**src/hw/rtl/wbs_pkg.sv**
```systemverilog
// Shared constants for the write burst splitter.
// Used by the front end, the job queue, the sequencer and the top level.
package wbs_pkg;

    // Field widths of the request and transaction beats.
    localparam int ADDR_W  = 32;
    localparam int COUNT_W = 13;
    localparam int LEN_W   = 10;
    localparam int OFF_W   = 12;
    localparam int CORE_W  = 12;

    // Addresses whose upper bits are clear belong to the local window.
    localparam int LOCAL_BITS = 20;

    // Transfer sizes in bytes.
    localparam int WORD_BYTES   = 4;
    localparam int DOUBLE_BYTES = 8;

    // Defaults for the top-level parameters.
    localparam int DEF_MAX_REQUEST_BYTES = 4096;
    localparam int DEF_DOUBLES_PER_BURST = 64;

    // Depth of the job queue between front end and sequencer.
    localparam int QUEUE_DEPTH = 2;

endpackage

```
**src/hw/rtl/wbs_front.sv**
```systemverilog
// Front end of the write burst splitter: takes request beats, saturates the
// count, makes local addresses global and precomputes the head length.
// Depends on wbs_pkg.
module wbs_front #(
    parameter int MAX_REQUEST_BYTES = wbs_pkg::DEF_MAX_REQUEST_BYTES,
    parameter int LW                = $clog2(MAX_REQUEST_BYTES + 1)
) (
    input  logic                       i_clk,
    input  logic                       i_rst_n,
    input  logic                       i_cfg_we,
    input  logic [wbs_pkg::CORE_W-1:0] i_cfg_data,
    input  logic                       i_valid,
    output logic                       o_ready,
    input  logic [wbs_pkg::ADDR_W-1:0] i_start_address,
    input  logic [wbs_pkg::COUNT_W-1:0] i_byte_count,
    output logic                       o_job_valid,
    input  logic                       i_job_ready,
    output logic [wbs_pkg::ADDR_W-1:0] o_job_addr,
    output logic [LW-1:0]              o_job_left,
    output logic [2:0]                 o_job_head,
    output logic                       o_job_word
);
    import wbs_pkg::*;

    localparam int CMPW = (LW > COUNT_W) ? LW : COUNT_W;

    logic [CORE_W-1:0] r_core_id;
    logic              r_valid;
    logic [ADDR_W-1:0] r_addr;
    logic [LW-1:0]     r_left;
    logic [2:0]        r_head;
    logic              r_word;

    logic [CMPW-1:0]   count_ext;
    logic [CMPW-1:0]   max_ext;
    logic [LW-1:0]     n_left;
    logic [ADDR_W-1:0] n_addr;
    logic [2:0]        to_boundary;
    logic [2:0]        n_head;
    logic              n_word;
    logic              take;

    // Core number register, written whenever the enable is high.
    always_ff @(posedge i_clk) begin
        if (!i_rst_n) begin
            r_core_id <= '0;
        end else if (i_cfg_we) begin
            r_core_id <= i_cfg_data;
        end
    end

    // Classify the incoming request.
    always_comb begin
        count_ext = CMPW'(i_byte_count);
        max_ext   = CMPW'(MAX_REQUEST_BYTES);
        n_left    = (count_ext > max_ext) ? LW'(max_ext) : LW'(count_ext);

        // A local address gets the core number in its upper bits.
        if (i_start_address[ADDR_W-1:LOCAL_BITS] == '0) begin
            n_addr = {r_core_id, i_start_address[LOCAL_BITS-1:0]};
        end else begin
            n_addr = i_start_address;
        end

        // Single bytes up to the next double boundary, never beyond the count.
        to_boundary = 3'd0 - n_addr[2:0];
        n_head      = (n_left < LW'(to_boundary)) ? n_left[2:0] : to_boundary;
        n_word      = (n_left == LW'(WORD_BYTES)) && (n_addr[1:0] == 2'b00);
    end

    assign o_ready = !r_valid || i_job_ready;
    assign take    = i_valid && o_ready;

    // Holding register; empty requests are dropped here.
    always_ff @(posedge i_clk) begin
        if (!i_rst_n) begin
            r_valid <= 1'b0;
        end else if (o_ready) begin
            r_valid <= take && (n_left != '0);
        end
    end

    always_ff @(posedge i_clk) begin
        if (take) begin
            r_addr <= n_addr;
            r_left <= n_left;
            r_head <= n_head;
            r_word <= n_word;
        end
    end

    assign o_job_valid = r_valid;
    assign o_job_addr  = r_addr;
    assign o_job_left  = r_left;
    assign o_job_head  = r_head;
    assign o_job_word  = r_word;

endmodule

```
**src/hw/rtl/wbs_fifo.sv**
```systemverilog
// Short register queue that decouples the front end from the sequencer.
// Depends on wbs_pkg for the default depth.
module wbs_fifo #(
    parameter int WIDTH = 8,
    parameter int DEPTH = wbs_pkg::QUEUE_DEPTH
) (
    input  logic             i_clk,
    input  logic             i_rst_n,
    input  logic             i_wr_valid,
    output logic             o_wr_ready,
    input  logic [WIDTH-1:0] i_wr_data,
    output logic             o_rd_valid,
    input  logic             i_rd_ready,
    output logic [WIDTH-1:0] o_rd_data
);
    localparam int PW = (DEPTH > 1) ? $clog2(DEPTH) : 1;
    localparam int CW = $clog2(DEPTH + 1);

    logic [WIDTH-1:0] r_mem [DEPTH];
    logic [PW-1:0]    r_wr_ptr;
    logic [PW-1:0]    r_rd_ptr;
    logic [CW-1:0]    r_count;
    logic             push;
    logic             pop;

    assign o_wr_ready = (r_count != CW'(DEPTH));
    assign o_rd_valid = (r_count != '0);
    assign o_rd_data  = r_mem[r_rd_ptr];
    assign push       = i_wr_valid && o_wr_ready;
    assign pop        = o_rd_valid && i_rd_ready;

    // Pointers and fill count.
    always_ff @(posedge i_clk) begin
        if (!i_rst_n) begin
            r_wr_ptr <= '0;
            r_rd_ptr <= '0;
            r_count  <= '0;
        end else begin
            if (push) begin
                r_wr_ptr <= (r_wr_ptr == PW'(DEPTH - 1)) ? '0 : r_wr_ptr + 1'b1;
            end
            if (pop) begin
                r_rd_ptr <= (r_rd_ptr == PW'(DEPTH - 1)) ? '0 : r_rd_ptr + 1'b1;
            end
            if (push && !pop) begin
                r_count <= r_count + 1'b1;
            end else if (pop && !push) begin
                r_count <= r_count - 1'b1;
            end
        end
    end

    // Entry storage.
    always_ff @(posedge i_clk) begin
        if (push) begin
            r_mem[r_wr_ptr] <= i_wr_data;
        end
    end

endmodule

```
**src/hw/rtl/wbs_back.sv**
```systemverilog
// Sequencer of the write burst splitter: walks one job and issues one
// transaction beat per cycle into the output register unless it is stalled.
// Depends on wbs_pkg.
module wbs_back #(
    parameter int MAX_REQUEST_BYTES = wbs_pkg::DEF_MAX_REQUEST_BYTES,
    parameter int DOUBLES_PER_BURST = wbs_pkg::DEF_DOUBLES_PER_BURST,
    parameter int LW                = $clog2(MAX_REQUEST_BYTES + 1)
) (
    input  logic                       i_clk,
    input  logic                       i_rst_n,
    input  logic                       i_job_valid,
    output logic                       o_job_ready,
    input  logic [wbs_pkg::ADDR_W-1:0] i_job_addr,
    input  logic [LW-1:0]              i_job_left,
    input  logic [2:0]                 i_job_head,
    input  logic                       i_job_word,
    output logic                       o_valid,
    input  logic                       i_ready,
    output logic [wbs_pkg::ADDR_W-1:0] o_target_address,
    output logic [wbs_pkg::LEN_W-1:0]  o_piece_length,
    output logic [wbs_pkg::OFF_W-1:0]  o_buffer_offset,
    output logic                       o_last_piece
);
    import wbs_pkg::*;

    localparam int BURST = DOUBLES_PER_BURST * DOUBLE_BYTES;
    localparam int BW    = $clog2(BURST + 1);
    localparam int BCW   = (LW > BW) ? LW : BW;

    logic              r_busy;
    logic [ADDR_W-1:0] r_addr;
    logic [LW-1:0]     r_left;
    logic [OFF_W-1:0]  r_off;
    logic [2:0]        r_head;
    logic              r_word;

    logic              r_out_valid;
    logic [ADDR_W-1:0] r_out_addr;
    logic [LEN_W-1:0]  r_out_len;
    logic [OFF_W-1:0]  r_out_off;
    logic              r_out_last;

    logic [LW-1:0]     len;
    logic [LW-1:0]     n_left;
    logic              last;
    logic              issue;
    logic              load;

    // Pick the size of the next transaction.
    always_comb begin
        priority if (r_word) begin
            len = LW'(WORD_BYTES);
        end else if (r_head != 3'd0) begin
            len = LW'(1);
        end else if (BCW'(r_left) >= BCW'(BURST)) begin
            len = LW'(BURST);
        end else if (r_left[LW-1:3] != '0) begin
            len = {r_left[LW-1:3], 3'b000};
        end else begin
            len = LW'(1);
        end
        n_left = r_left - len;
        last   = (n_left == '0);
    end

    assign issue       = r_busy && (!r_out_valid || i_ready);
    assign o_job_ready = !r_busy;
    assign load        = i_job_valid && !r_busy;

    // Job progress.
    always_ff @(posedge i_clk) begin
        if (!i_rst_n) begin
            r_busy <= 1'b0;
        end else if (load) begin
            r_busy <= 1'b1;
        end else if (issue && last) begin
            r_busy <= 1'b0;
        end
    end

    always_ff @(posedge i_clk) begin
        if (load) begin
            r_addr <= i_job_addr;
            r_left <= i_job_left;
            r_off  <= '0;
            r_head <= i_job_head;
            r_word <= i_job_word;
        end else if (issue) begin
            r_addr <= r_addr + ADDR_W'(len);
            r_left <= n_left;
            r_off  <= r_off + OFF_W'(len);
            if (r_head != 3'd0) begin
                r_head <= r_head - 3'd1;
            end
        end
    end

    // Output register; the next beat loads as the current one leaves.
    always_ff @(posedge i_clk) begin
        if (!i_rst_n) begin
            r_out_valid <= 1'b0;
        end else if (!r_out_valid || i_ready) begin
            r_out_valid <= issue;
        end
    end

    always_ff @(posedge i_clk) begin
        if (issue) begin
            r_out_addr <= r_addr;
            r_out_len  <= LEN_W'(len);
            r_out_off  <= r_off;
            r_out_last <= last;
        end
    end

    assign o_valid          = r_out_valid;
    assign o_target_address = r_out_addr;
    assign o_piece_length   = r_out_len;
    assign o_buffer_offset  = r_out_off;
    assign o_last_piece     = r_out_last;

endmodule

```
**src/hw/rtl/write_burst_splitter.sv**
```systemverilog
// Top level of the write burst splitter: front end, job queue, sequencer.
// Depends on wbs_pkg, wbs_front, wbs_fifo and wbs_back.
//
//   Channel   Direction  Handshake             Beat contents
//   request   in         i_valid / o_ready     start address, byte count
//   piece     out        o_valid / i_ready     target address, length, offset, last
//   config    in         i_cfg_we              core number
//
// The sequencer issues one transaction per cycle unless the output stalls; it
// loads each job before its first transaction and takes the next job only
// after the last transaction of the current one. Empty requests are dropped
// in the front end and reach nothing downstream. Reset is synchronous, active
// low, and empties the queue and output register. A stalled output holds the
// sequencer while the front end keeps filling the queue until it is full.
module write_burst_splitter #(
    parameter int MAX_REQUEST_BYTES = wbs_pkg::DEF_MAX_REQUEST_BYTES,
    parameter int DOUBLES_PER_BURST = wbs_pkg::DEF_DOUBLES_PER_BURST
) (
    input  logic                        i_clk,
    input  logic                        i_rst_n,
    input  logic                        i_cfg_we,
    input  logic [wbs_pkg::CORE_W-1:0]  i_cfg_data,
    input  logic                        i_valid,
    output logic                        o_ready,
    input  logic [wbs_pkg::ADDR_W-1:0]  i_start_address,
    input  logic [wbs_pkg::COUNT_W-1:0] i_byte_count,
    output logic                        o_valid,
    input  logic                        i_ready,
    output logic [wbs_pkg::ADDR_W-1:0]  o_target_address,
    output logic [wbs_pkg::LEN_W-1:0]   o_piece_length,
    output logic [wbs_pkg::OFF_W-1:0]   o_buffer_offset,
    output logic                        o_last_piece
);
    import wbs_pkg::*;

    localparam int LW    = $clog2(MAX_REQUEST_BYTES + 1);
    localparam int JOB_W = ADDR_W + LW + 3 + 1;

    logic              fe_valid;
    logic              fe_ready;
    logic [ADDR_W-1:0] fe_addr;
    logic [LW-1:0]     fe_left;
    logic [2:0]        fe_head;
    logic              fe_word;

    logic              q_valid;
    logic              q_ready;
    logic [JOB_W-1:0]  q_data;

    // Request intake and classification.
    wbs_front #(
        .MAX_REQUEST_BYTES(MAX_REQUEST_BYTES),
        .LW               (LW)
    ) u_front (
        .i_clk          (i_clk),
        .i_rst_n        (i_rst_n),
        .i_cfg_we       (i_cfg_we),
        .i_cfg_data     (i_cfg_data),
        .i_valid        (i_valid),
        .o_ready        (o_ready),
        .i_start_address(i_start_address),
        .i_byte_count   (i_byte_count),
        .o_job_valid    (fe_valid),
        .i_job_ready    (fe_ready),
        .o_job_addr     (fe_addr),
        .o_job_left     (fe_left),
        .o_job_head     (fe_head),
        .o_job_word     (fe_word)
    );

    // Job queue.
    wbs_fifo #(
        .WIDTH(JOB_W),
        .DEPTH(QUEUE_DEPTH)
    ) u_fifo (
        .i_clk     (i_clk),
        .i_rst_n   (i_rst_n),
        .i_wr_valid(fe_valid),
        .o_wr_ready(fe_ready),
        .i_wr_data ({fe_addr, fe_left, fe_head, fe_word}),
        .o_rd_valid(q_valid),
        .i_rd_ready(q_ready),
        .o_rd_data (q_data)
    );

    // Transaction sequencer.
    wbs_back #(
        .MAX_REQUEST_BYTES(MAX_REQUEST_BYTES),
        .DOUBLES_PER_BURST(DOUBLES_PER_BURST),
        .LW               (LW)
    ) u_back (
        .i_clk           (i_clk),
        .i_rst_n         (i_rst_n),
        .i_job_valid     (q_valid),
        .o_job_ready     (q_ready),
        .i_job_addr      (q_data[JOB_W-1 -: ADDR_W]),
        .i_job_left      (q_data[LW+3:4]),
        .i_job_head      (q_data[3:1]),
        .i_job_word      (q_data[0]),
        .o_valid         (o_valid),
        .i_ready         (i_ready),
        .o_target_address(o_target_address),
        .o_piece_length  (o_piece_length),
        .o_buffer_offset (o_buffer_offset),
        .o_last_piece    (o_last_piece)
    );

endmodule
```
**config.mk**
```make
export PLATFORM = sky130hd
export DESIGN_NAME = write_burst_splitter
export DESIGN_NICKNAME = d
export VERILOG_FILES = /design/src/hw/rtl/wbs_pkg.sv /design/src/hw/rtl/wbs_front.sv /design/src/hw/rtl/wbs_fifo.sv /design/src/hw/rtl/wbs_back.sv /design/src/hw/rtl/write_burst_splitter.sv
export SDC_FILE = /design/constraint.sdc
export NUM_CORES = 1
export LEC_CHECK = 0
export ABC_CLOCK_PERIOD_IN_PS = 9800
export BUFFER_PORTS_ARGS = -buffer_cell sky130_fd_sc_hd__buf_2
export CAP_MARGIN = 20
export CELL_PAD_IN_SITES_DETAIL_PLACEMENT = 1
export CELL_PAD_IN_SITES_GLOBAL_PLACEMENT = 1
export CORE_MARGIN = 4
export CORE_UTILIZATION = 53
export CTS_CLUSTER_SIZE = 14
export DETAILED_ROUTE_END_ITERATION = 8
export PLACE_DENSITY = 0.83
export SLEW_MARGIN = 5
export SYNTH_ARGS = -nofsm -noshare
export SYNTH_HDL_FRONTEND = slang
export SYNTH_SLANG_ARGS = --single-unit
```
**constraint.sdc**
```tcl
create_clock -name i_clk -period 9.8 [get_ports i_clk]
set_input_delay 0 -clock i_clk [delete_from_list [all_inputs] [get_ports i_clk]]
set_output_delay 0 -clock i_clk [all_outputs]
set_load 0.005 [all_outputs]
```
==> results_dict.tcl <==
set metrics [dict create \
    syn_to_final_growth_pct 22.6 \
    fin_crit_ps 4380 \
    n_fill_cell 2093 \
    seqPwrFrac_pct 42.7 \
    synth_area_um2 12000 \
    cp_slowest_stage_delay_ps 600 \
    synth_seq_cells 282 \
    routed_wl_um 35200 \
    instances_no_fill 1385 \
    avgSynthCellArea_um2 13.9 \
    wl_per_cell_um 25.4 \
    power.share.switching_pct 36.3 \
    antennaDiodeCount 0 \
    hold_viol 0 \
    relSlewSlack_pct 34.4 \
    pin_count 119 \
    synth_fa_ha_area_share_pct 4.38 \
    design_area_um2 14700 \
    cp_top_family "simple AND/OR/NAND/NOR gates" \
    cts_buffers 28 \
    busiest_layer "met2" \
    clockPowerShare_pct 23.9 \
    required_ps 10040 \
    hold_path_depth 2 \
    drt_iter0_drc 601 \
    pre_cts_ws_ps 5780 \
    p_per_area_nw_per_um2 309 \
    seq_area_frac_synth_pct 67.9 \
    crit_fanout 6 \
    seq_area_um2 8150 \
    met3_usage_pct 3.94 \
    fp.dieW_um 158 \
    clockBufferDepth 3 \
    slew_violations 0 \
    grt_max_degree 88 \
    crit_buf_inv 2 \
    met2_usage_pct 51.3 \
    grt_pass1_vias 9016 \
    synth_flop_cell "edfxtp_1" \
    timing.final.crit_share_pct 44.7 \
    drive_above_1_share_pct 16.3 \
    yosys_warnings 0 \
    clock-sinks 282 \
    cts_root_buf "clkbuf_16" \
    antenna_left 0 \
    yosys.area_share.simple_pct 9.02 \
    ctsResizeCount 0 \
    fp.dieH_um 158 \
    hpwl_um 19700 \
    fin_nets 1187 \
    status "complete, no violations" \
    fin_hold_ws_ps 183 \
    fin_skew_ps 16.4 \
    worst-r2r-cell-count 15 \
    multi_input_area_um2 3680 \
    cp_cell_sequence "inv_1 -> ha_1 -> nand2b_1 -> nor3b_1 -> nand2_1 -> inv_1 -> ha_1 -> o21ai_1 -> o21ai_1 -> a21oi_1 -> o21ai_1 -> nand2_1 -> nor2_1 -> xnor2_1 -> a21oi_1" \
    clk_pin_slew_ps 60 \
    synth.distinct_cells 55 \
    cp_num_cells 15 \
    grt_use_total_pct 28.3 \
    dp_cells 1246 \
    netSwitchingPower_mw 1.65 \
    die_area_um2 25100 \
    worstPathArrival_ps 4620 \
    crit_top_cell "o21ai_1" \
    hold_class "primary input to flip-flop" \
    cts_max_level 1 \
    insertion_delay_ps 550 \
    antenna_found_initial 1 \
    start_util_pct 54.5 \
    ir_drop_uv 157 \
    leakage_nw 5.62 \
    setup_slack_ps 5420 \
    port_buffers 117 \
    drv_cap 0 \
    first_pass_iters 5 \
    setup-tns-final_ps 0 \
    crit_type "flip-flop to flip-flop" \
    end_kind "flip-flop" \
    placed_cell_area_um2 12900 \
    rows 54 \
    drc 0 \
    p_int_mw 2.89 \
    cp-start-kind "flip-flop" \
    vias 8189 \
    final_core_util_pct 66.8 \
    tightestPinTransition_ps 985 \
    ys_async_sr_fraction_pct 0 \
    synth_compound_area_share_pct 10.0 \
    rsz0062_at_grt "false" \
    cts_tree "built" \
    power_frac_comb_pct 33.4 \
    gp_congestion 0.834 \
    grt_remaining_overflow 0 \
    finalSetupViolCount 0 \
    finalPower_mw 4.55 \
    met1_usage_pct 34.1 \
    max_freq_ghz 0.228 \
    viasPerCell 5.91 \
    synthXorXnorAreaFrac_pct 3.58 \
    netlist_instances 864 \
    grt_pass1_wl_um 53300 \
    crit_slowest_cell "nor3b_1" \
    synth-edff-count 250 \
    synth_mux_area_share_pct 3.27 \
    synth_top_family_by_area "compound AO/OA/AOI/OAI gates" \
    coreArea_um2 22000 \
]
cell type report:
type / instances / share of cell area (%)
multi-input combinational: 530 / 25.0
clock inverter: 11 / 0.765
sequential: 282 / 55.4
inverter: 30 / 0.765
clock buffer: 41 / 5.44
tap: 280 / 2.38
timing repair buffer: 211 / 10.3
sequential cells by signal (all words and copies together), names as in the netlist, named ones only:
| register | count |
|---|---|
| u_back.o_buffer_offset | 12 |
| u_back.o_last_piece | 1 |
| u_back.o_piece_length | 9 |
| u_back.o_target_address | 32 |
| u_back.o_valid | 1 |
| u_back.r_addr | 32 |
| u_back.r_busy | 1 |
| u_back.r_head | 3 |
| u_back.r_left | 13 |
| u_back.r_off | 12 |
| u_back.r_word | 1 |
| u_fifo.r_count | 2 |
| u_fifo.r_mem | 98 |
| u_fifo.r_rd_ptr | 1 |
| u_fifo.r_wr_ptr | 1 |
| u_front.o_job_addr | 32 |
| u_front.o_job_head | 3 |
| u_front.o_job_left | 13 |
| u_front.o_job_valid | 1 |
| u_front.o_job_word | 1 |
| u_front.r_core_id | 12 |
placed cells by master, fill, tap and decap left out, drive strengths merged, types with 8 or more instances in the layout:
cell	count
edfxtp	250
buf	124
dlygate4sd3	87
a21oi	61
nand2	48
nor2b	46
o21ai	43
ha	42
clkbuf	41
mux2i	37
nor2	33
a211oi	32
dfxtp	32
inv	30
xnor2	25
xor2	24
a21o	20
and2	12
nand3	11
nor4	11
nand2b	8
per-layer routing:
| metal | up-vias | wire, µm |
|---|---|---|
| met2 | 334 | 18500 |
| met1 | 4088 | 13600 |
| met5 | - | 13 |
| li1 | 3675 | - |
| met4 | 2 | 1370 |
| met3 | 90 | 1690 |
cells in the mapped netlist (5+ instances only):
cell      number  area (µm²)
nor4_1        10        62.6
nand2_1       48         180
nand3_1       11        55.1
edfxtp_1     250        7510
mux2i_1       37         370
clkbuf_1      21        78.8
xnor2_1       25         219
a211oi_1      32         240
nand2b_1       8        50.1
o21a_1         6        45.0
and3_1         7        43.8
a21oi_1       59         295
nor3_1         7        35.0
nor2b_1       45         282
xor2_1        24         210
nor2_1        33         124
inv_1         29         109
ha_1          42         526
o21ai_0       31         155
dfxtp_1       32         641
and2_1        12        75.1
nand4_1        6        37.5
buf_1          5        18.8
a21o_1        20         150
o21ai_1       12        60.1
cells by family after synthesis:
logic type / after synthesis
xor gates and xnor gates: 49
muxes: 39
and+or+nand+nor: 203
other: 2
buffers and inverters: 57
adders and majority gates: 42
DFF: 282
AOI/OAI and AO/OA: 190
worst paths after layout:
kind / start / to / slack (ps)
hold reg to reg: u_front.o_job_head[1]$_DFFE_PP_ / u_fifo.r_mem[1][2]$_DFFE_PP_ / 450
setup reg to reg: u_back.r_head[0]$_DFFE_PP_ / u_back.r_addr[16]$_DFFE_PP_ / 5420
setup / recovery: u_back.r_head[0]$_DFFE_PP_ / u_back.r_addr[16]$_DFFE_PP_ / 5420
hold / removal: i_start_address[18] / u_front.o_job_addr[18]$_DFFE_PP_ / 180
repair_timing:
item | in CTS | in global routing
endpoints found under the hold margin | 68 | 0
hold buffers | 87 | 0
buffers inserted | 0 | 0
endpoints found under the setup margin | 0 | 0
power groups by stage:
stage | sequential (mW) | combinational [mW] | clock (mW)
CTS | 1.92 | 1.45 | 1.07
global route | 1.96 | 1.64 | 1.15
detailed placement | 1.94 | 1.39 | 0
floorplan | 1.87 | 0.956 | 0
global placement | 1.91 | 1.30 | 0
finish | 1.94 | 1.52 | 1.09
(Power assumes the default switching activity.)
